**config.mk**
```make
export PLATFORM = sky130hd
export DESIGN_NAME = date_add_subtract_days_unit_flat
export DESIGN_NICKNAME = d
export VERILOG_FILES = /design/src/rtl/dasd_pkg.sv /design/src/rtl/dasd_if.sv /design/src/rtl/dasd_ctrl.sv /design/src/rtl/dasd_datapath.sv /design/src/rtl/date_add_subtract_days_unit.sv /design/src/flat_wrapper.sv
export SDC_FILE = /design/constraint.sdc
export NUM_CORES = 1
export LEC_CHECK = 0
export BUFFER_PORTS_ARGS = -buffer_cell sky130_fd_sc_hd__buf_4
export CORE_MARGIN = 2
export CORE_UTILIZATION = 45
export DETAILED_ROUTE_END_ITERATION = 10
export PLACE_DENSITY = 0.69
export SLEW_MARGIN = 20
export SYNTH_ARGS = -nofsm -noshare
export SYNTH_HDL_FRONTEND = slang
export SYNTH_SLANG_ARGS = --single-unit
```
**constraint.sdc**
```tcl
create_clock -name clk -period 13.3 [get_ports clk]
set_clock_uncertainty 0.15 [all_clocks]
set_input_delay 1.995 -clock clk [delete_from_list [all_inputs] [get_ports clk]]
set_output_delay 1.995 -clock clk [all_outputs]
set_load 0.1 [all_outputs]
```
**src/rtl/dasd_pkg.sv**
```systemverilog
// ----------------------------------------------------------------------------
// dasd_pkg
// Types, constants and calendar helpers for the date add/subtract unit.
// ----------------------------------------------------------------------------
package dasd_pkg;

    localparam int DAY_W   = 5;
    localparam int MONTH_W = 4;
    localparam int YEAR_W  = 14;
    localparam int INCNT_W = 16;
    localparam int QUO_W   = 7;

    typedef logic [DAY_W-1:0]   day_t;
    typedef logic [MONTH_W-1:0] month_t;
    typedef logic [YEAR_W-1:0]  year_t;
    typedef logic [INCNT_W-1:0] incnt_t;
    typedef logic [QUO_W-1:0]   quo_t;

    localparam month_t MONTH_JAN = 4'd1;
    localparam month_t MONTH_FEB = 4'd2;
    localparam month_t MONTH_APR = 4'd4;
    localparam month_t MONTH_JUN = 4'd6;
    localparam month_t MONTH_SEP = 4'd9;
    localparam month_t MONTH_NOV = 4'd11;
    localparam month_t MONTH_DEC = 4'd12;

    localparam year_t YEAR_MIN     = 14'd1;
    localparam year_t YEAR_MAX     = 14'd9999;
    localparam year_t YEAR_CENTURY = 14'd100;
    localparam year_t YEAR_REM_TOP = 14'd99;

    localparam day_t DAYS_31 = 5'd31;
    localparam day_t DAYS_30 = 5'd30;
    localparam day_t DAYS_29 = 5'd29;
    localparam day_t DAYS_28 = 5'd28;

    // Controller to datapath commands
    typedef struct packed {
        logic load;
        logic div_step;
        logic check;
        logic walk_step;
        logic out_load;
    } dasd_cmd_t;

    // Datapath to controller status
    typedef struct packed {
        logic div_last;
        logic invalid;
        logic walk_done;
        logic step_err;
    } dasd_status_t;

    function automatic day_t month_length(input month_t m, input logic leap);
        day_t len;
        len = DAYS_31;
        if (m == MONTH_FEB)
        begin
            len = leap ? DAYS_29 : DAYS_28;
        end
        else if (m == MONTH_APR || m == MONTH_JUN || m == MONTH_SEP || m == MONTH_NOV)
        begin
            len = DAYS_30;
        end
        return len;
    endfunction

endpackage

```
**src/rtl/dasd_if.sv**
```systemverilog
// ----------------------------------------------------------------------------
// dasd_in_if / dasd_out_if
// Valid/ready channels carrying request and result transactions.
// ----------------------------------------------------------------------------
interface dasd_in_if;
    logic              valid;
    logic              ready;
    logic              operation;
    dasd_pkg::day_t    start_day;
    dasd_pkg::month_t  start_month;
    dasd_pkg::year_t   start_year;
    dasd_pkg::incnt_t  day_count;

    modport source (output valid, operation, start_day, start_month, start_year, day_count,
                    input ready);
    modport sink   (input valid, operation, start_day, start_month, start_year, day_count,
                    output ready);
endinterface

interface dasd_out_if;
    logic              valid;
    logic              ready;
    dasd_pkg::day_t    result_day;
    dasd_pkg::month_t  result_month;
    dasd_pkg::year_t   result_year;
    logic              range_error;

    modport source (output valid, result_day, result_month, result_year, range_error,
                    input ready);
    modport sink   (input valid, result_day, result_month, result_year, range_error,
                    output ready);
endinterface

```
**src/rtl/dasd_ctrl.sv**
```systemverilog
// ----------------------------------------------------------------------------
// dasd_ctrl
// Sequencer: accept, year split, validity check, month walk, result hand-off.
// ----------------------------------------------------------------------------
module dasd_ctrl (
    input  logic                   clk,
    input  logic                   rst_n,
    input  logic                   req_valid,
    output logic                   req_ready,
    output logic                   rsp_valid,
    input  logic                   rsp_ready,
    output dasd_pkg::dasd_cmd_t    cmd,
    input  dasd_pkg::dasd_status_t status
);
    import dasd_pkg::*;

    typedef enum logic [4:0] {
        ST_IDLE   = 5'b00001,
        ST_DIVIDE = 5'b00010,
        ST_CHECK  = 5'b00100,
        ST_WALK   = 5'b01000,
        ST_FINISH = 5'b10000
    } state_t;

    state_t state_reg, state_next;
    logic   rsp_valid_reg, rsp_valid_next;
    logic   slot_free;

    assign req_ready = (state_reg == ST_IDLE);
    assign rsp_valid = rsp_valid_reg;
    assign slot_free = !rsp_valid_reg || rsp_ready;

    always_comb
    begin
        state_next    = state_reg;
        cmd           = '0;
        unique case (state_reg)
            ST_IDLE:
            begin
                if (req_valid)
                begin
                    cmd.load   = 1'b1;
                    state_next = ST_DIVIDE;
                end
            end
            ST_DIVIDE:
            begin
                cmd.div_step = 1'b1;
                if (status.div_last)
                begin
                    state_next = ST_CHECK;
                end
            end
            ST_CHECK:
            begin
                cmd.check  = 1'b1;
                state_next = status.invalid ? ST_FINISH : ST_WALK;
            end
            ST_WALK:
            begin
                if (status.walk_done)
                begin
                    state_next = ST_FINISH;
                end
                else
                begin
                    cmd.walk_step = 1'b1;
                    if (status.step_err)
                    begin
                        state_next = ST_FINISH;
                    end
                end
            end
            ST_FINISH:
            begin
                if (slot_free)
                begin
                    cmd.out_load = 1'b1;
                    state_next   = ST_IDLE;
                end
            end
            default:
            begin
                state_next = ST_IDLE;
            end
        endcase
    end

    always_comb
    begin
        rsp_valid_next = rsp_valid_reg;
        priority if (cmd.out_load)
        begin
            rsp_valid_next = 1'b1;
        end
        else if (rsp_ready)
        begin
            rsp_valid_next = 1'b0;
        end
    end

    always_ff @(posedge clk or negedge rst_n)
    begin
        if (!rst_n)
        begin
            state_reg     <= ST_IDLE;
            rsp_valid_reg <= 1'b0;
        end
        else
        begin
            state_reg     <= state_next;
            rsp_valid_reg <= rsp_valid_next;
        end
    end

endmodule

```
**src/rtl/dasd_datapath.sv**
```systemverilog
// ----------------------------------------------------------------------------
// dasd_datapath
// Date registers, year/100 split, month length stepping and result register.
// ----------------------------------------------------------------------------
module dasd_datapath #(
    parameter int COUNT_BITS = 16
) (
    input  logic                   clk,
    input  dasd_pkg::dasd_cmd_t    cmd,
    output dasd_pkg::dasd_status_t status,
    input  logic                   operation,
    input  dasd_pkg::day_t         start_day,
    input  dasd_pkg::month_t       start_month,
    input  dasd_pkg::year_t        start_year,
    input  dasd_pkg::incnt_t       day_count,
    output dasd_pkg::day_t         result_day,
    output dasd_pkg::month_t       result_month,
    output dasd_pkg::year_t        result_year,
    output logic                   range_error
);
    import dasd_pkg::*;

    localparam int CNT_W = (COUNT_BITS < INCNT_W) ? COUNT_BITS : INCNT_W;
    localparam int DW    = CNT_W + 2;
    localparam logic DIV_TOP = 1'b1;

    // floor(y / 100) = (y * 5243) >> 19, exact for y below 43690
    localparam int RECIP_W     = 13;
    localparam int PROD_W      = YEAR_W + RECIP_W;
    localparam int RECIP_SHIFT = 19;
    localparam logic [PROD_W-1:0] RECIP_100 = PROD_W'(5243);

    typedef logic signed [DW-1:0] dacc_t;

    logic   sub_reg;
    day_t   d0_reg;
    month_t m0_reg;
    year_t  y0_reg;
    dacc_t  d_reg;
    month_t m_reg;
    year_t  y_reg;
    year_t  rem_reg;
    quo_t   q_reg;
    logic   idx_reg;
    logic   err_reg;

    day_t   res_day_reg;
    month_t res_month_reg;
    year_t  res_year_reg;
    logic   res_err_reg;

    logic   leap;
    day_t   ml_cur;
    day_t   ml_prev;
    month_t m_prev;
    dacc_t  ml_cur_x;
    dacc_t  ml_prev_x;
    dacc_t  d_init;
    logic [PROD_W-1:0] quo_prod;
    quo_t   quo_est;
    year_t  cent_prod;
    logic   date_bad;
    logic   roll_up;
    logic   roll_down;

    assign leap     = (y_reg[1:0] == 2'b00) && ((rem_reg != '0) || (q_reg[1:0] == 2'b00));
    assign ml_cur   = month_length(m_reg, leap);
    assign m_prev   = (m_reg == MONTH_JAN) ? MONTH_DEC : m_reg - 4'd1;
    assign ml_prev  = month_length(m_prev, leap);
    assign ml_cur_x  = $signed({{(DW-DAY_W){1'b0}}, ml_cur});
    assign ml_prev_x = $signed({{(DW-DAY_W){1'b0}}, ml_prev});
    assign d_init   = operation
                    ? $signed({{(DW-DAY_W){1'b0}}, start_day})
                      - $signed({2'b00, day_count[CNT_W-1:0]})
                    : $signed({{(DW-DAY_W){1'b0}}, start_day})
                      + $signed({2'b00, day_count[CNT_W-1:0]});
    assign quo_prod  = {{(PROD_W-YEAR_W){1'b0}}, rem_reg} * RECIP_100;
    assign quo_est   = quo_prod[RECIP_SHIFT +: QUO_W];
    assign cent_prod = {{(YEAR_W-QUO_W){1'b0}}, q_reg} * YEAR_CENTURY;
    assign date_bad = (m0_reg < MONTH_JAN) || (m0_reg > MONTH_DEC)
                   || (y0_reg < YEAR_MIN) || (y0_reg > YEAR_MAX)
                   || (d0_reg == '0) || (d0_reg > ml_cur);
    assign roll_up   = !sub_reg && (m_reg == MONTH_DEC);
    assign roll_down =  sub_reg && (m_reg == MONTH_JAN);

    always_comb
    begin
        status.div_last  = !idx_reg;
        status.invalid   = date_bad;
        status.walk_done = sub_reg ? (d_reg >= $signed(DW'(1))) : (d_reg <= ml_cur_x);
        status.step_err  = (roll_up && (y_reg == YEAR_MAX)) || (roll_down && (y_reg == YEAR_MIN));
    end

    always_ff @(posedge clk)
    begin
        if (cmd.load)
        begin
            sub_reg <= operation;
            d0_reg  <= start_day;
            m0_reg  <= start_month;
            y0_reg  <= start_year;
            d_reg   <= d_init;
            m_reg   <= start_month;
            y_reg   <= start_year;
            rem_reg <= start_year;
            q_reg   <= '0;
            idx_reg <= DIV_TOP;
            err_reg <= 1'b0;
        end
        if (cmd.div_step)
        begin
            if (idx_reg)
            begin
                q_reg <= quo_est;
            end
            else
            begin
                rem_reg <= rem_reg - cent_prod;
            end
            idx_reg <= 1'b0;
        end
        if (cmd.check)
        begin
            err_reg <= date_bad;
        end
        if (cmd.walk_step)
        begin
            err_reg <= status.step_err;
            if (sub_reg)
            begin
                m_reg <= m_prev;
                d_reg <= d_reg + ml_prev_x;
                if (roll_down)
                begin
                    y_reg <= y_reg - 14'd1;
                    if (rem_reg == '0)
                    begin
                        rem_reg <= YEAR_REM_TOP;
                        q_reg   <= q_reg - 7'd1;
                    end
                    else
                    begin
                        rem_reg <= rem_reg - 14'd1;
                    end
                end
            end
            else
            begin
                d_reg <= d_reg - ml_cur_x;
                if (roll_up)
                begin
                    m_reg <= MONTH_JAN;
                    y_reg <= y_reg + 14'd1;
                    if (rem_reg == YEAR_REM_TOP)
                    begin
                        rem_reg <= '0;
                        q_reg   <= q_reg + 7'd1;
                    end
                    else
                    begin
                        rem_reg <= rem_reg + 14'd1;
                    end
                end
                else
                begin
                    m_reg <= m_reg + 4'd1;
                end
            end
        end
        if (cmd.out_load)
        begin
            res_err_reg   <= err_reg;
            res_day_reg   <= err_reg ? d0_reg : d_reg[DAY_W-1:0];
            res_month_reg <= err_reg ? m0_reg : m_reg;
            res_year_reg  <= err_reg ? y0_reg : y_reg;
        end
    end

    assign result_day   = res_day_reg;
    assign result_month = res_month_reg;
    assign result_year  = res_year_reg;
    assign range_error  = res_err_reg;

endmodule

```
**src/rtl/date_add_subtract_days_unit.sv**
```systemverilog
// ----------------------------------------------------------------------------
// date_add_subtract_days_unit
// Gregorian date plus or minus a day count, one month stepped per cycle.
// ----------------------------------------------------------------------------
// Usage:
//   req carries operation (0 add, 1 subtract), the start date and day_count;
//   only the low COUNT_BITS bits of day_count are used. rsp returns the
//   resulting date and range_error. Both channels are valid/ready; a
//   transaction moves when valid and ready are high at a clock edge.
//   One request is processed at a time: req.ready is high only when idle.
//   From accept to rsp.valid, a quotient step and a remainder step split the
//   year by 100 for the leap rule, a check step tests the start date, the
//   walk steps one month per cycle (about 2150 months for a count of 65535),
//   the walk state sees the walk end, and the finish state loads the result
//   register once it is free. An invalid start date skips the walk, a year
//   leaving 1..9999 ends it; both return the start date with range_error set.
//   The result register lets a new request be accepted while the previous
//   result waits; a finished walk holds until the register is free.
//   Reset (rst_n, asynchronous, active low) returns to idle and drops
//   rsp.valid; no transaction is in flight afterwards.
// ----------------------------------------------------------------------------
module date_add_subtract_days_unit #(
    parameter int COUNT_BITS = 16
) (
    input  logic        clk,
    input  logic        rst_n,
    dasd_in_if.sink     req,
    dasd_out_if.source  rsp
);
    import dasd_pkg::*;

    dasd_cmd_t    cmd;
    dasd_status_t status;

    dasd_ctrl u_ctrl (
        .clk       (clk),
        .rst_n     (rst_n),
        .req_valid (req.valid),
        .req_ready (req.ready),
        .rsp_valid (rsp.valid),
        .rsp_ready (rsp.ready),
        .cmd       (cmd),
        .status    (status)
    );

    dasd_datapath #(
        .COUNT_BITS (COUNT_BITS)
    ) u_datapath (
        .clk          (clk),
        .cmd          (cmd),
        .status       (status),
        .operation    (req.operation),
        .start_day    (req.start_day),
        .start_month  (req.start_month),
        .start_year   (req.start_year),
        .day_count    (req.day_count),
        .result_day   (rsp.result_day),
        .result_month (rsp.result_month),
        .result_year  (rsp.result_year),
        .range_error  (rsp.range_error)
    );

endmodule

```
**src/flat_wrapper.sv**
```systemverilog
// flat-port wrapper written by rule: the top's interface ports become plain ports
module date_add_subtract_days_unit_flat import dasd_pkg::*;
#(
    parameter int COUNT_BITS = 16
)
  (clk, rst_n, req_valid, req_operation, req_start_day, req_start_month, req_start_year, req_day_count, req_ready, rsp_valid, rsp_result_day, rsp_result_month, rsp_result_year, rsp_range_error, rsp_ready);
  dasd_in_if req_i ();
  dasd_out_if rsp_i ();
  input  logic clk;
  input  logic rst_n;
  input wire logic [$bits(req_i.valid)-1:0] req_valid;
  input wire logic [$bits(req_i.operation)-1:0] req_operation;
  input wire logic [$bits(req_i.start_day)-1:0] req_start_day;
  input wire logic [$bits(req_i.start_month)-1:0] req_start_month;
  input wire logic [$bits(req_i.start_year)-1:0] req_start_year;
  input wire logic [$bits(req_i.day_count)-1:0] req_day_count;
  output wire logic [$bits(req_i.ready)-1:0] req_ready;
  output wire logic [$bits(rsp_i.valid)-1:0] rsp_valid;
  output wire logic [$bits(rsp_i.result_day)-1:0] rsp_result_day;
  output wire logic [$bits(rsp_i.result_month)-1:0] rsp_result_month;
  output wire logic [$bits(rsp_i.result_year)-1:0] rsp_result_year;
  output wire logic [$bits(rsp_i.range_error)-1:0] rsp_range_error;
  input wire logic [$bits(rsp_i.ready)-1:0] rsp_ready;
  assign req_i.valid = req_valid;
  assign req_i.operation = req_operation;
  assign req_i.start_day = req_start_day;
  assign req_i.start_month = req_start_month;
  assign req_i.start_year = req_start_year;
  assign req_i.day_count = req_day_count;
  assign req_ready = req_i.ready;
  assign rsp_valid = rsp_i.valid;
  assign rsp_result_day = rsp_i.result_day;
  assign rsp_result_month = rsp_i.result_month;
  assign rsp_result_year = rsp_i.result_year;
  assign rsp_range_error = rsp_i.range_error;
  assign rsp_i.ready = rsp_ready;
  date_add_subtract_days_unit #(.COUNT_BITS(COUNT_BITS)) u_core (.clk(clk), .rst_n(rst_n), .req(req_i), .rsp(rsp_i));
endmodule
```
==> parameters.txt, run 1 <==
Parameter                              Value

Setup path
  CP Capture Type ... register
  Worst-path maximum fanout ... 11
  Reg-to-reg startpoint ... u_core.u_datapath.rem_reg[5]$_DFF_P_
  Data arrival time of the critical path ... 5.94 ns
  Critical path launch point type ... register
  Class of the most critical setup path ... reg -> reg
  Critical Path RT ... 13.47 ns
  Internal reg-to-reg setup slack ... 7.53 ns
  R2r worst-path depth ... 18
  Worst reg2reg path endpoint ... u_core.u_datapath.q_reg[2]$_DFF_P_

Yosys
  Share of synthesized area occupied by flip-flops and latches ... 24.3%
  Post-Synthesis Net Count ... 1684
  Most used flip-flop cell after synthesis ... sky130_fd_sc_hd__edfxtp_1
  Most area-consuming cells after synthesis ... sky130_fd_sc_hd__ha_1, sky130_fd_sc_hd__edfxtp_1, sky130_fd_sc_hd__fa_1
  Number of enable-type register cells in the synthesized netlist ... 71
  Syn. warnings ... 0
  Yosys top cell area share ... 19.3%
  Cell variety after synth ... 66
  FFs w/ async S/R, synth ... 5.31%
  Summed instance area of the synthesized netlist ... 12400 µm²
  Biggest area consumer among synthesized cells ... sky130_fd_sc_hd__ha_1
  FF+latch count, synth ... 113
  Avg Inst Size Synth ... 8.95 µm²
  Gate Count Post-Synth ... 1380

Layout
  Max reg flops ... 18
  Share of cells above drive strength 1 ... 9.86%
  Inserted Diodes ... 0
  Layout overhead on the synthesized area ... 11.0%
  Post-layout instance area ... 13700 µm²
  Count of nets after finishing ... 1731

Clocking
  H-tree levels ... 4
  CTS tree ... done
  Clock slew at the register clock pins of the worst setup and hold paths ... 0.06 ns
  Total of hold buffers inserted after clock tree synthesis ... 0
  Number of sinks handled by clock tree synthesis ... 113
  Master cell of the clock root buffer ... sky130_fd_sc_hd__clkbuf_16
  Maximum root-to-sink buffer count ... 2
  Number of buffers inserted to repair setup after CTS ... 0
  Later-pin clock latency in the skew report ... 0.42 ns
  PostCTS Resize Cnt ... 0
  Number of buffers created by CTS ... 17

Global routing
  Total gr overflow ... 0
  Wire length of the first global-routing pass ... 51100 µm
  Antenna violations before repair ... 0
  Maximum number of pins on one net before global-route repair ... 55
  Via count of the first global-routing pass ... 9856
  All-Layer GR Usage ... 22.1%

STA
  Max-slew violation count ... 0
  Worst slew margin ... 27.2%
  Least-Margin Pin Slew ... 1.09 ns
  Total negative setup slack ... 0 ns
  Part of the cycle the worst path needs ... 43.4%
  Upper clock frequency limit ... 173 MHz
  Number of setup violations in the final report ... 0
  Crit path time final ... 5.77 ns
  Final number of hold-violating endpoints ... 0
  Final-layout worst hold slack ... 0.372 ns
  RSZ-0062 raised after global routing ... false

Placed design
  Half-perimeter wire length after placement ... 24300 µm
  Gpl congestion ... 0.942
  Count of port buffers added during placement ... 69
  Placed instance area ... 13100 µm²

Drt
  DRC violation total after the first TritonRoute iteration ... 981
  Pre-antenna DRT Iters ... 5
  Per-cell via count in the routed design ... 5.80
  Post-Route WL ... 31200 µm
  Antenna Nets Post-Route ... 0
  Total vias in the final route ... 10321
  Average wire per cell in the routed design ... 17.5 µm
  Number of DRC violations after detailed routing ... 0

Floorplanning
  Area of the die ... 28800 µm²
  Boundary Pins ... 70
  X dimension of the die ... 170 µm
  Height of the die ... 170 µm
  Starting utilization of the core area ... 45.8%
  Core outline area ... 27000 µm²
  Standard-cell row count ... 60

Run status
  Run status ... complete, no violations

Hold path
  Hold EP ... u_core.u_datapath.idx_reg$_SDFFE_PP0P_
  Hold crit path type ... reg -> reg
  Source of the worst hold timing path ... u_core.u_datapath.idx_reg$_SDFFE_PP0P_
  Hold depth ... 2

Run
  Maxcap violations ... 0
[routing by layer]
layer  share of wire (%)  global-route usage (%)
met5                   0                       0
met3                 5.8                    2.54
met4                 1.8                    6.28
met1                  45                    30.1
met2                  48                    37.3
[stage by stage]
stage / util (%) / setup slack (ns) / instances
final: 50.9 / 7.53 / 1781
after global routing: 50.9 / 7.15 / 1781
after CTS: 50.9 / 7.55 / 1781
after detailed placement: 48.8 / 7.57 / 1749
after global placement: 48.8 / 7.71 / 1749
after floorplan: - / 8.15 / 1380
[worst max path at each step]
stage / start / endpoint
detailed placement: u_core.u_datapath.rem_reg[11]$_DFF_P_ / u_core.u_datapath.q_reg[2]$_DFF_P_
global placement: u_core.u_datapath.rem_reg[11]$_DFF_P_ / u_core.u_datapath.q_reg[2]$_DFF_P_
floorplan: u_core.u_datapath.rem_reg[11]$_DFF_P_ / u_core.u_datapath.q_reg[2]$_DFF_P_
global route: u_core.u_datapath.rem_reg[11]$_DFF_P_ / u_core.u_datapath.q_reg[2]$_DFF_P_
CTS: u_core.u_datapath.rem_reg[11]$_DFF_P_ / u_core.u_datapath.q_reg[2]$_DFF_P_
finish: u_core.u_datapath.rem_reg[5]$_DFF_P_ / u_core.u_datapath.q_reg[2]$_DFF_P_
[cells in the mapped netlist (12+ instances only)]
cell type                  number
sky130_fd_sc_hd__ha_1         191
sky130_fd_sc_hd__inv_1        165
sky130_fd_sc_hd__nand2_1      114
sky130_fd_sc_hd__nor2_1        88
sky130_fd_sc_hd__a21oi_1       82
sky130_fd_sc_hd__edfxtp_1      71
sky130_fd_sc_hd__fa_1          69
sky130_fd_sc_hd__o21ai_0       62
sky130_fd_sc_hd__xnor2_1       49
sky130_fd_sc_hd__o22ai_1       42
sky130_fd_sc_hd__nand3_1       38
sky130_fd_sc_hd__dfxtp_1       36
sky130_fd_sc_hd__clkbuf_1      32
sky130_fd_sc_hd__nor3_1        28
sky130_fd_sc_hd__o21ai_1       21
sky130_fd_sc_hd__mux2_2        17
sky130_fd_sc_hd__and3_1        16
sky130_fd_sc_hd__a31oi_1       14
sky130_fd_sc_hd__xor2_1        14
sky130_fd_sc_hd__nand2b_1      13
sky130_fd_sc_hd__nand4_1       13
sky130_fd_sc_hd__a21o_1        12
[layout make-up]
cell class,count,area (µm²)
Clock buffer,17,425
Clock inverter,15,135
Fill cell,2488,13200
Inverter,166,623
Multi-Input combinational cell,1052,8520
Sequential cell,113,3000
Tap cell,341,427
Timing Repair Buffer,77,578
[critical path, cell delays in order (launching register included)]
cell	delay [ns]
sky130_fd_sc_hd__dfxtp_1	0.63
sky130_fd_sc_hd__inv_1	0.27
sky130_fd_sc_hd__fa_1	0.58
sky130_fd_sc_hd__inv_1	0.04
sky130_fd_sc_hd__ha_1	0.22
sky130_fd_sc_hd__fa_1	0.50
sky130_fd_sc_hd__fa_1	0.51
sky130_fd_sc_hd__inv_1	0.06
sky130_fd_sc_hd__fa_1	0.54
sky130_fd_sc_hd__inv_1	0.04
sky130_fd_sc_hd__ha_1	0.20
sky130_fd_sc_hd__a21oi_1	0.13
sky130_fd_sc_hd__o21ai_1	0.09
sky130_fd_sc_hd__a221oi_1	0.55
sky130_fd_sc_hd__a31oi_1	0.24
sky130_fd_sc_hd__or3_1	0.35
sky130_fd_sc_hd__a32oi_1	0.25
sky130_fd_sc_hd__a22oi_1	0.12
sky130_fd_sc_hd__o21a_1	0.19
[cell families (layout without fill, tap and decap cells)]
logic type	Yosys count	count (layout)	share of synthesized area, %
buffers and inverters	215	275	6.79
AOI/OAI and AO/OA	334	334	17.3
DFF	113	113	24.3
xor gates and xnor gates	63	63	4.47
and+or+nand+nor	368	368	14.1
muxes	27	27	2.46
adders and majority gates	260	260	30.5
[layout by cell type, fill, tap and decap left out, types with 17 or more instances in the layout]
cell | synthesis | routed
sky130_fd_sc_hd__nand3_1 | 38 | 38
sky130_fd_sc_hd__fa_1 | 69 | 69
sky130_fd_sc_hd__mux2_2 | 17 | 17
sky130_fd_sc_hd__o21ai_0 | 62 | 62
sky130_fd_sc_hd__nor2_1 | 88 | 86
sky130_fd_sc_hd__buf_4 | 3 | 77
sky130_fd_sc_hd__o21ai_1 | 21 | 21
sky130_fd_sc_hd__a21oi_1 | 82 | 82
sky130_fd_sc_hd__nor3_1 | 28 | 28
sky130_fd_sc_hd__nand2_1 | 114 | 114
sky130_fd_sc_hd__dfxtp_1 | 36 | 36
sky130_fd_sc_hd__edfxtp_1 | 71 | 71
sky130_fd_sc_hd__xnor2_1 | 49 | 49
sky130_fd_sc_hd__clkbuf_16 | 0 | 17
sky130_fd_sc_hd__ha_1 | 191 | 191
sky130_fd_sc_hd__o22ai_1 | 42 | 42
sky130_fd_sc_hd__inv_1 | 165 | 165
Power of run 1 is left out: the tool's default activity adds up to more than one toggle a clock period on the data nets, which glitch-free logic cannot reach.
==> run 2: changes to the inputs <==
--- a/config.mk
+++ b/config.mk
@@ -9,7 +9,7 @@
 export CORE_MARGIN = 2
 export CORE_UTILIZATION = 45
 export DETAILED_ROUTE_END_ITERATION = 10
-export PLACE_DENSITY = 0.69
+export PLACE_DENSITY = 0.71
 export SLEW_MARGIN = 20
 export SYNTH_ARGS = -nofsm -noshare
 export SYNTH_HDL_FRONTEND = slang
==> constraint.sdc (replaced) <==
create_clock -name clk -period 5.3 [get_ports clk]
set_clock_uncertainty 0.15 [all_clocks]
set_input_delay 0.795 -clock clk [delete_from_list [all_inputs] [get_ports clk]]
set_output_delay 0.795 -clock clk [all_outputs]
set_load 0.1 [all_outputs]
==> parameters.txt, run 2 (same netlist as run 1, synthesis figures left out) <==
Parameter                              Value

Floorplanning
  Standard-cell row count ... 60 (unchanged)
  Boundary Pins ... 70 (unchanged)
  Core outline area ... 27000 µm² (unchanged)
  Height of the die ... 170 µm (unchanged)
  Area of the die ... 28800 µm² (unchanged)
  X dimension of the die ... 170 µm (unchanged)
  Starting utilization of the core area ... 45.8% (unchanged)

Clocking
  Maximum root-to-sink buffer count ... 2 (unchanged)
  Later-pin clock latency in the skew report ... 0.44 ns (was 0.42 ns)
  CTS tree ... done (unchanged)
  Number of buffers created by CTS ... 17 (unchanged)
  Number of buffers inserted to repair setup after CTS ... 0 (unchanged)
  Number of sinks handled by clock tree synthesis ... 113 (unchanged)
  Clock slew at the register clock pins of the worst setup and hold paths ... 0.07 ns (was 0.06 ns)
  PostCTS Resize Cnt ... 0 (unchanged)
  Master cell of the clock root buffer ... sky130_fd_sc_hd__clkbuf_16 (unchanged)
  H-tree levels ... 4 (unchanged)
  Total of hold buffers inserted after clock tree synthesis ... 0 (unchanged)

Layout
  Most common cell after layout, fill and taps aside ... sky130_fd_sc_hd__ha_1 (unchanged)
  Share of cells above drive strength 1 ... 13.3% (was 9.86%)
  Count of nets after finishing ... 1771 (was 1731)
  Number of filler cells placed in the layout ... 2386 (was 2488)
  Inserted Diodes ... 0 (unchanged)
  Commonest cells after routing, fill and taps aside ... sky130_fd_sc_hd__ha_1, sky130_fd_sc_hd__inv_1, sky130_fd_sc_hd__buf_4, sky130_fd_sc_hd__nand2_1, sky130_fd_sc_hd__nor2_1 (was sky130_fd_sc_hd__ha_1, sky130_fd_sc_hd__inv_1, sky130_fd_sc_hd__nand2_1, sky130_fd_sc_hd__nor2_1, sky130_fd_sc_hd__a21oi_1)
  Reg area ... 3010 µm² (was 3000 µm²)
  Total area of multi-input combinational cells ... 8580 µm² (was 8520 µm²)
  Max reg flops ... 18 (unchanged)
  Layout overhead on the synthesized area ... 14.3% (was 11.0%)

Drt
  Average wire per cell in the routed design ... 17.8 µm (was 17.5 µm)
  Per-cell via count in the routed design ... 5.85 (was 5.80)
  Post-Route WL ... 32400 µm (was 31200 µm)
  Total vias in the final route ... 10657 (was 10321)
  DRC violation total after the first TritonRoute iteration ... 1024 (was 981)
  Pre-antenna DRT Iters ... 6 (was 5)
  Number of DRC violations after detailed routing ... 0 (unchanged)
  Antenna Nets Post-Route ... 0 (unchanged)

Setup path
  Reg-to-reg startpoint ... u_core.u_datapath.rem_reg[10]$_DFF_P_ (was u_core.u_datapath.rem_reg[5]$_DFF_P_)
  R2r worst-path depth ... 18 (unchanged)
  Data arrival time of the critical path ... 5.33 ns (was 5.94 ns)
  Worst-path maximum fanout ... 4 (was 11)
  Class of the most critical setup path ... reg -> reg (unchanged)
  CP Capture Type ... register (unchanged)
  Critical path launch point type ... register (unchanged)
  Internal reg-to-reg setup slack ... 0.15 ns (was 7.53 ns)
  Critical Path RT ... 5.48 ns (was 13.47 ns)
  Worst reg2reg path endpoint ... u_core.u_datapath.q_reg[2]$_DFF_P_ (unchanged)

Global routing
  Maximum number of pins on one net before global-route repair ... 48 (was 55)
  All-Layer GR Usage ... 22.6% (was 22.1%)
  Via count of the first global-routing pass ... 10085 (was 9856)
  Total gr overflow ... 0 (unchanged)
  Antenna violations before repair ... 0 (unchanged)
  Wire length of the first global-routing pass ... 52000 µm (was 51100 µm)

STA
  Final number of hold-violating endpoints ... 0 (unchanged)
  Number of setup violations in the final report ... 0 (unchanged)
  Max-slew violation count ... 0 (unchanged)
  Crit path time final ... 5.15 ns (was 5.77 ns)
  Total negative setup slack ... 0 ns (unchanged)
  Crit path setup slack, layout ... 0.150 ns (was 7.53 ns)
  Worst slew margin ... 32.2% (was 27.2%)
  Final-layout worst hold slack ... 0.0112 ns (was 0.372 ns)
  Least-Margin Pin Slew ... 1.02 ns (was 1.09 ns)
  Part of the cycle the worst path needs ... 97.2% (was 43.4%)
  Upper clock frequency limit ... 194 MHz (was 173 MHz)

Run status
  Run status ... complete, no violations (unchanged)

Run
  Maxcap violations ... 0 (unchanged)

Placed design
  Post-place setup slack ... 0.114 ns (was 7.57 ns)
  Half-perimeter wire length after placement ... 24900 µm (was 24300 µm)
  Count of port buffers added during placement ... 69 (unchanged)
  Gpl congestion ... 0.948 (was 0.942)

Hold path
  Hold crit path type ... in -> async (was reg -> reg)
run 2: worst max-delay path by stage:
stage,from,end,cells after the start
6_report,u_core.u_datapath.rem_reg[10]$_DFF_P_,u_core.u_datapath.q_reg[2]$_DFF_P_,18
3_5_place_dp,u_core.u_datapath.rem_reg[9]$_DFF_P_,u_core.u_datapath.q_reg[2]$_DFF_P_,19
3_3_place_gp,u_core.u_datapath.rem_reg[9]$_DFF_P_,u_core.u_datapath.q_reg[2]$_DFF_P_,19
5_1_grt,u_core.u_datapath.rem_reg[7]$_DFF_P_,u_core.u_datapath.q_reg[2]$_DFF_P_,20
2_1_floorplan,u_core.u_datapath.rem_reg[11]$_DFF_P_,u_core.u_datapath.q_reg[2]$_DFF_P_,18
4_1_cts,u_core.u_datapath.rem_reg[9]$_DFF_P_,u_core.u_datapath.q_reg[2]$_DFF_P_,19
run 2: layer usage:
| layer | GRT usage (%) | wire length, µm | vias to the layer above | share of wire, % |
|---|---|---|---|---|
| li1 | - | - | 5079 | - |
| met1 | 31.1 | 14400 | 5076 | 45 |
| met2 | 37.9 | 15300 | 437 | 47 |
| met3 | 2.57 | 1970 | 65 | 6.1 |
| met4 | 5.61 | 634 | 0 | 2.0 |
| met5 | 0 | 0 | - | 0 |
run 2: area by class of cell:
type	count	share of cell area [%]
multi-input combinational	1052	60.7
sequential	113	21.3
timing repair buffer	117	6.27
inverter	166	4.41
tap	341	3.02
clock buffer	17	3.01
clock inverter	15	1.23
run 2: worst max-delay path: stages (launching register included):
cell and delay [ns]:
sky130_fd_sc_hd__dfxtp_2 0.36, sky130_fd_sc_hd__buf_4 0.16, sky130_fd_sc_hd__ha_1 0.33, sky130_fd_sc_hd__fa_1 0.52, sky130_fd_sc_hd__fa_1 0.52, sky130_fd_sc_hd__inv_1 0.05
sky130_fd_sc_hd__fa_1 0.46, sky130_fd_sc_hd__fa_1 0.56, sky130_fd_sc_hd__inv_1 0.05, sky130_fd_sc_hd__ha_1 0.32, sky130_fd_sc_hd__nand4_1 0.14, sky130_fd_sc_hd__nor4_2 0.20
sky130_fd_sc_hd__nand3_2 0.18, sky130_fd_sc_hd__a31oi_4 0.25, sky130_fd_sc_hd__buf_4 0.14, sky130_fd_sc_hd__o21ai_0 0.09, sky130_fd_sc_hd__a32oi_2 0.25, sky130_fd_sc_hd__a22oi_1 0.13
sky130_fd_sc_hd__o21a_1 0.19
run 2: per-stage QoR:
stage / utilization, % / cells / cell area [µm²]
after detailed placement: 49.9 / 1788 / 13400
final: 52.4 / 1821 / 14100
after global routing: 52.4 / 1821 / 14100
after floorplan: - / 1380 / 12400
after CTS: 52.1 / 1820 / 14000
after global placement: 49.9 / 1788 / 13400
Power of run 2 is left out for the same reason.
==> run 3: changes to the inputs <==
--- a/config.mk
+++ b/config.mk
@@ -10,6 +10,7 @@
 export CORE_UTILIZATION = 45
 export DETAILED_ROUTE_END_ITERATION = 10
 export PLACE_DENSITY = 0.71
+export REMOVE_ABC_BUFFERS = 1
 export SLEW_MARGIN = 20
 export SYNTH_ARGS = -nofsm -noshare
 export SYNTH_HDL_FRONTEND = slang
==> parameters.txt, run 3 (same netlist as run 1, synthesis figures left out) <==
Parameter                              Value

Floorplanning
  X dimension of the die ... 170 µm (unchanged)
  Area of the die ... 28800 µm² (unchanged)
  Core outline area ... 27000 µm² (unchanged)
  Standard-cell row count ... 60 (unchanged)
  Height of the die ... 170 µm (unchanged)
  Boundary Pins ... 70 (unchanged)
  Starting utilization of the core area ... 45.8% (unchanged)

STA
  Final number of hold-violating endpoints ... 0 (unchanged)
  Part of the cycle the worst path needs ... 97.2% (about the same)
  Crit path time final ... 5.15 ns (about the same)
  Number of setup violations in the final report ... 0 (unchanged)
  Least-Margin Pin Slew ... 1.05 ns (was 1.02 ns)
  Upper clock frequency limit ... 194 MHz (about the same)
  Worst slew margin ... 29.1% (was 32.2%)
  Max-slew violation count ... 0 (unchanged)

Setup path
  Critical Path RT ... 5.46 ns (was 5.48 ns)
  Peak per-stage delay on the critical path ... 0.56 ns (about the same)
  Worst-path maximum fanout ... 9 (was 4)
  Worst setup path startpoint ... u_core.u_datapath.rem_reg[11]$_DFF_P_ (was u_core.u_datapath.rem_reg[10]$_DFF_P_)
  Class of the most critical setup path ... reg -> reg (unchanged)
  R2r worst-path depth ... 18 (unchanged)
  Data arrival time of the critical path ... 5.31 ns (was 5.33 ns)
  Critical path launch point type ... register (unchanged)
  Internal reg-to-reg setup slack ... 0.15 ns (about the same)
  Capturing instance or port of the critical path ... u_core.u_datapath.q_reg[2]$_DFF_P_ (unchanged)
  CP bufs+invs ... 4 (unchanged)
  Worst reg2reg path endpoint ... u_core.u_datapath.q_reg[2]$_DFF_P_ (unchanged)
  CP max-delay cell ... sky130_fd_sc_hd__fa_1 (unchanged)
  Kind of cell with the highest combined delay on the critical path ... adder cells (unchanged)
  Reg-to-reg startpoint ... u_core.u_datapath.rem_reg[11]$_DFF_P_ (was u_core.u_datapath.rem_reg[10]$_DFF_P_)
  Logic depth of the worst path, buffers included ... 18 (unchanged)
  CP Capture Type ... register (unchanged)
  CP Cell Sequence ... buf_4, fa_1, ha_1, inv_1, fa_1, fa_1, fa_1, inv_1, ha_1, nand3_2, nor4_2, nand3_2, a31oi_4, buf_4, o21ai_0, a32oi_2, a22oi_1, o21a_1 (was buf_4, ha_1, fa_1, fa_1, inv_1, fa_1, fa_1, inv_1, ha_1, nand4_1, nor4_2, nand3_2, a31oi_4, buf_4, o21ai_0, a32oi_2, a22oi_1, o21a_1)
  Cell repeated most along the worst path ... sky130_fd_sc_hd__fa_1 (unchanged)

Hold path
  Hold crit path type ... in -> async (unchanged)

Drt
  Top metal layer carrying routed signals ... met4 (unchanged)
  Routed met1 length ... 14300 µm (was 14400 µm)
  Post-Route WL ... 32000 µm (was 32400 µm)
  Pre-antenna DRT Iters ... 6 (unchanged)
  Per-cell via count in the routed design ... 5.75 (was 5.85)
  Antenna Nets Post-Route ... 0 (unchanged)
  Detailed-routed wire length on met3 ... 1470 µm (was 1970 µm)
  Total vias in the final route ... 10502 (was 10657)
  Number of DRC violations after detailed routing ... 0 (unchanged)
  DRC violation total after the first TritonRoute iteration ... 1048 (was 1024)
  Met2 routed wirelength ... 15300 µm (about the same)
  Average wire per cell in the routed design ... 17.5 µm (was 17.8 µm)

Layout
  Final non-filler cell total ... 1825 (was 1821)
  Commonest cells after routing, fill and taps aside ... sky130_fd_sc_hd__ha_1, sky130_fd_sc_hd__inv_1, sky130_fd_sc_hd__buf_4, sky130_fd_sc_hd__nand2_1, sky130_fd_sc_hd__nor2_1 (unchanged)
  Total area of multi-input combinational cells ... 8600 µm² (was 8580 µm²)
  Most common cell after layout, fill and taps aside ... sky130_fd_sc_hd__ha_1 (unchanged)
  Share of cells above drive strength 1 ... 13.8% (was 13.3%)
  Count of nets after finishing ... 1775 (was 1771)
  Layout overhead on the synthesized area ... 15.3% (was 14.3%)
  Max reg flops ... 18 (unchanged)
  Inserted Diodes ... 0 (unchanged)
  Reg area ... 3020 µm² (was 3010 µm²)
  Number of filler cells placed in the layout ... 2399 (was 2386)

Clocking
  Master cell of the clock root buffer ... sky130_fd_sc_hd__clkbuf_16 (unchanged)
  CTS tree ... done (unchanged)
  Number of sinks handled by clock tree synthesis ... 113 (unchanged)
  H-tree levels ... 4 (unchanged)
  Clock slew at the register clock pins of the worst setup and hold paths ... 0.06 ns (was 0.07 ns)
  Later-pin clock latency in the skew report ... 0.42 ns (was 0.44 ns)
  Maximum root-to-sink buffer count ... 2 (unchanged)
  Total of hold buffers inserted after clock tree synthesis ... 0 (unchanged)
  Number of buffers created by CTS ... 17 (unchanged)

Placed design
  Count of port buffers added during placement ... 69 (unchanged)
  Gpl congestion ... 0.941 (was 0.948)
  Inst Count DP ... 1790 (was 1788)
  Half-perimeter wire length after placement ... 24800 µm (was 24900 µm)

Global routing
  Via count of the first global-routing pass ... 10376 (was 10085)
  All-Layer GR Usage ... 22.5% (was 22.6%)
  Wire length of the first global-routing pass ... 52100 µm (was 52000 µm)
  Antenna violations before repair ... 0 (unchanged)
  Maximum number of pins on one net before global-route repair ... 39 (was 48)
  Total gr overflow ... 0 (unchanged)

Run
  Maxcap violations ... 0 (unchanged)

Run status
  Run status ... complete, no violations (unchanged)
-- run 3: stage by stage --
stage | utilization, % | setup slack [ns] | setup TNS [ns] | cell area [µm²] | hold slack, ns
2_1_floorplan | - | 0.0888 | 0 | 12100 | 0.319
3_3_place_gp | 50.0 | 0.0805 | 0 | 13500 | 0.339
3_5_place_dp | 50.0 | 0.0303 | 0 | 13500 | 0.352
4_1_cts | 52.4 | 0.0118 | 0 | 14100 | 0.0133
5_1_grt | 52.9 | -0.0871 | -0.202 | 14200 | 0.0265
6_report | 52.9 | 0.146 | 0 | 14200 | 0.0274
-- run 3: what timing repair did --
| item | CTS | global route |
|---|---|---|
| endpoints found under the setup margin | 1 | 5 |
| gates resized for setup | 1 | 23 |
| buffers inserted | 0 | 2 |
| pin swaps | 0 | 9 |
-- run 3: layout make-up --
type,instances,area share (%)
Multi-Input combinational cell,1052,60.3
Sequential cell,113,21.2
Timing Repair Buffer,121,6.52
Inverter,166,4.37
Tap cell,341,2.99
Clock buffer,17,2.99
Clock inverter,15,1.62
-- run 3: worst min-delay path by stage --
stage | end | cells after the start
CTS | u_core.u_ctrl.state_reg[1]$_DFFE_PN0P_ | 1
global route | u_core.u_ctrl.state_reg[1]$_DFFE_PN0P_ | 1
detailed placement | u_core.u_datapath.idx_reg$_SDFFE_PP0P_ | 2
global placement | u_core.u_datapath.idx_reg$_SDFFE_PP0P_ | 2
floorplan | u_core.u_datapath.idx_reg$_SDFFE_PP0P_ | 2
finish | u_core.u_ctrl.state_reg[1]$_DFFE_PN0P_ | 1
-- run 3: metal layers --
metal | global-route usage (%) | up-vias
met5 | 0 | -
met4 | 7.10 | 0
met3 | 2.05 | 60
met2 | 38.6 | 357
met1 | 30.0 | 5000
li1 | - | 5085
Power of run 3 is left out for the same reason.
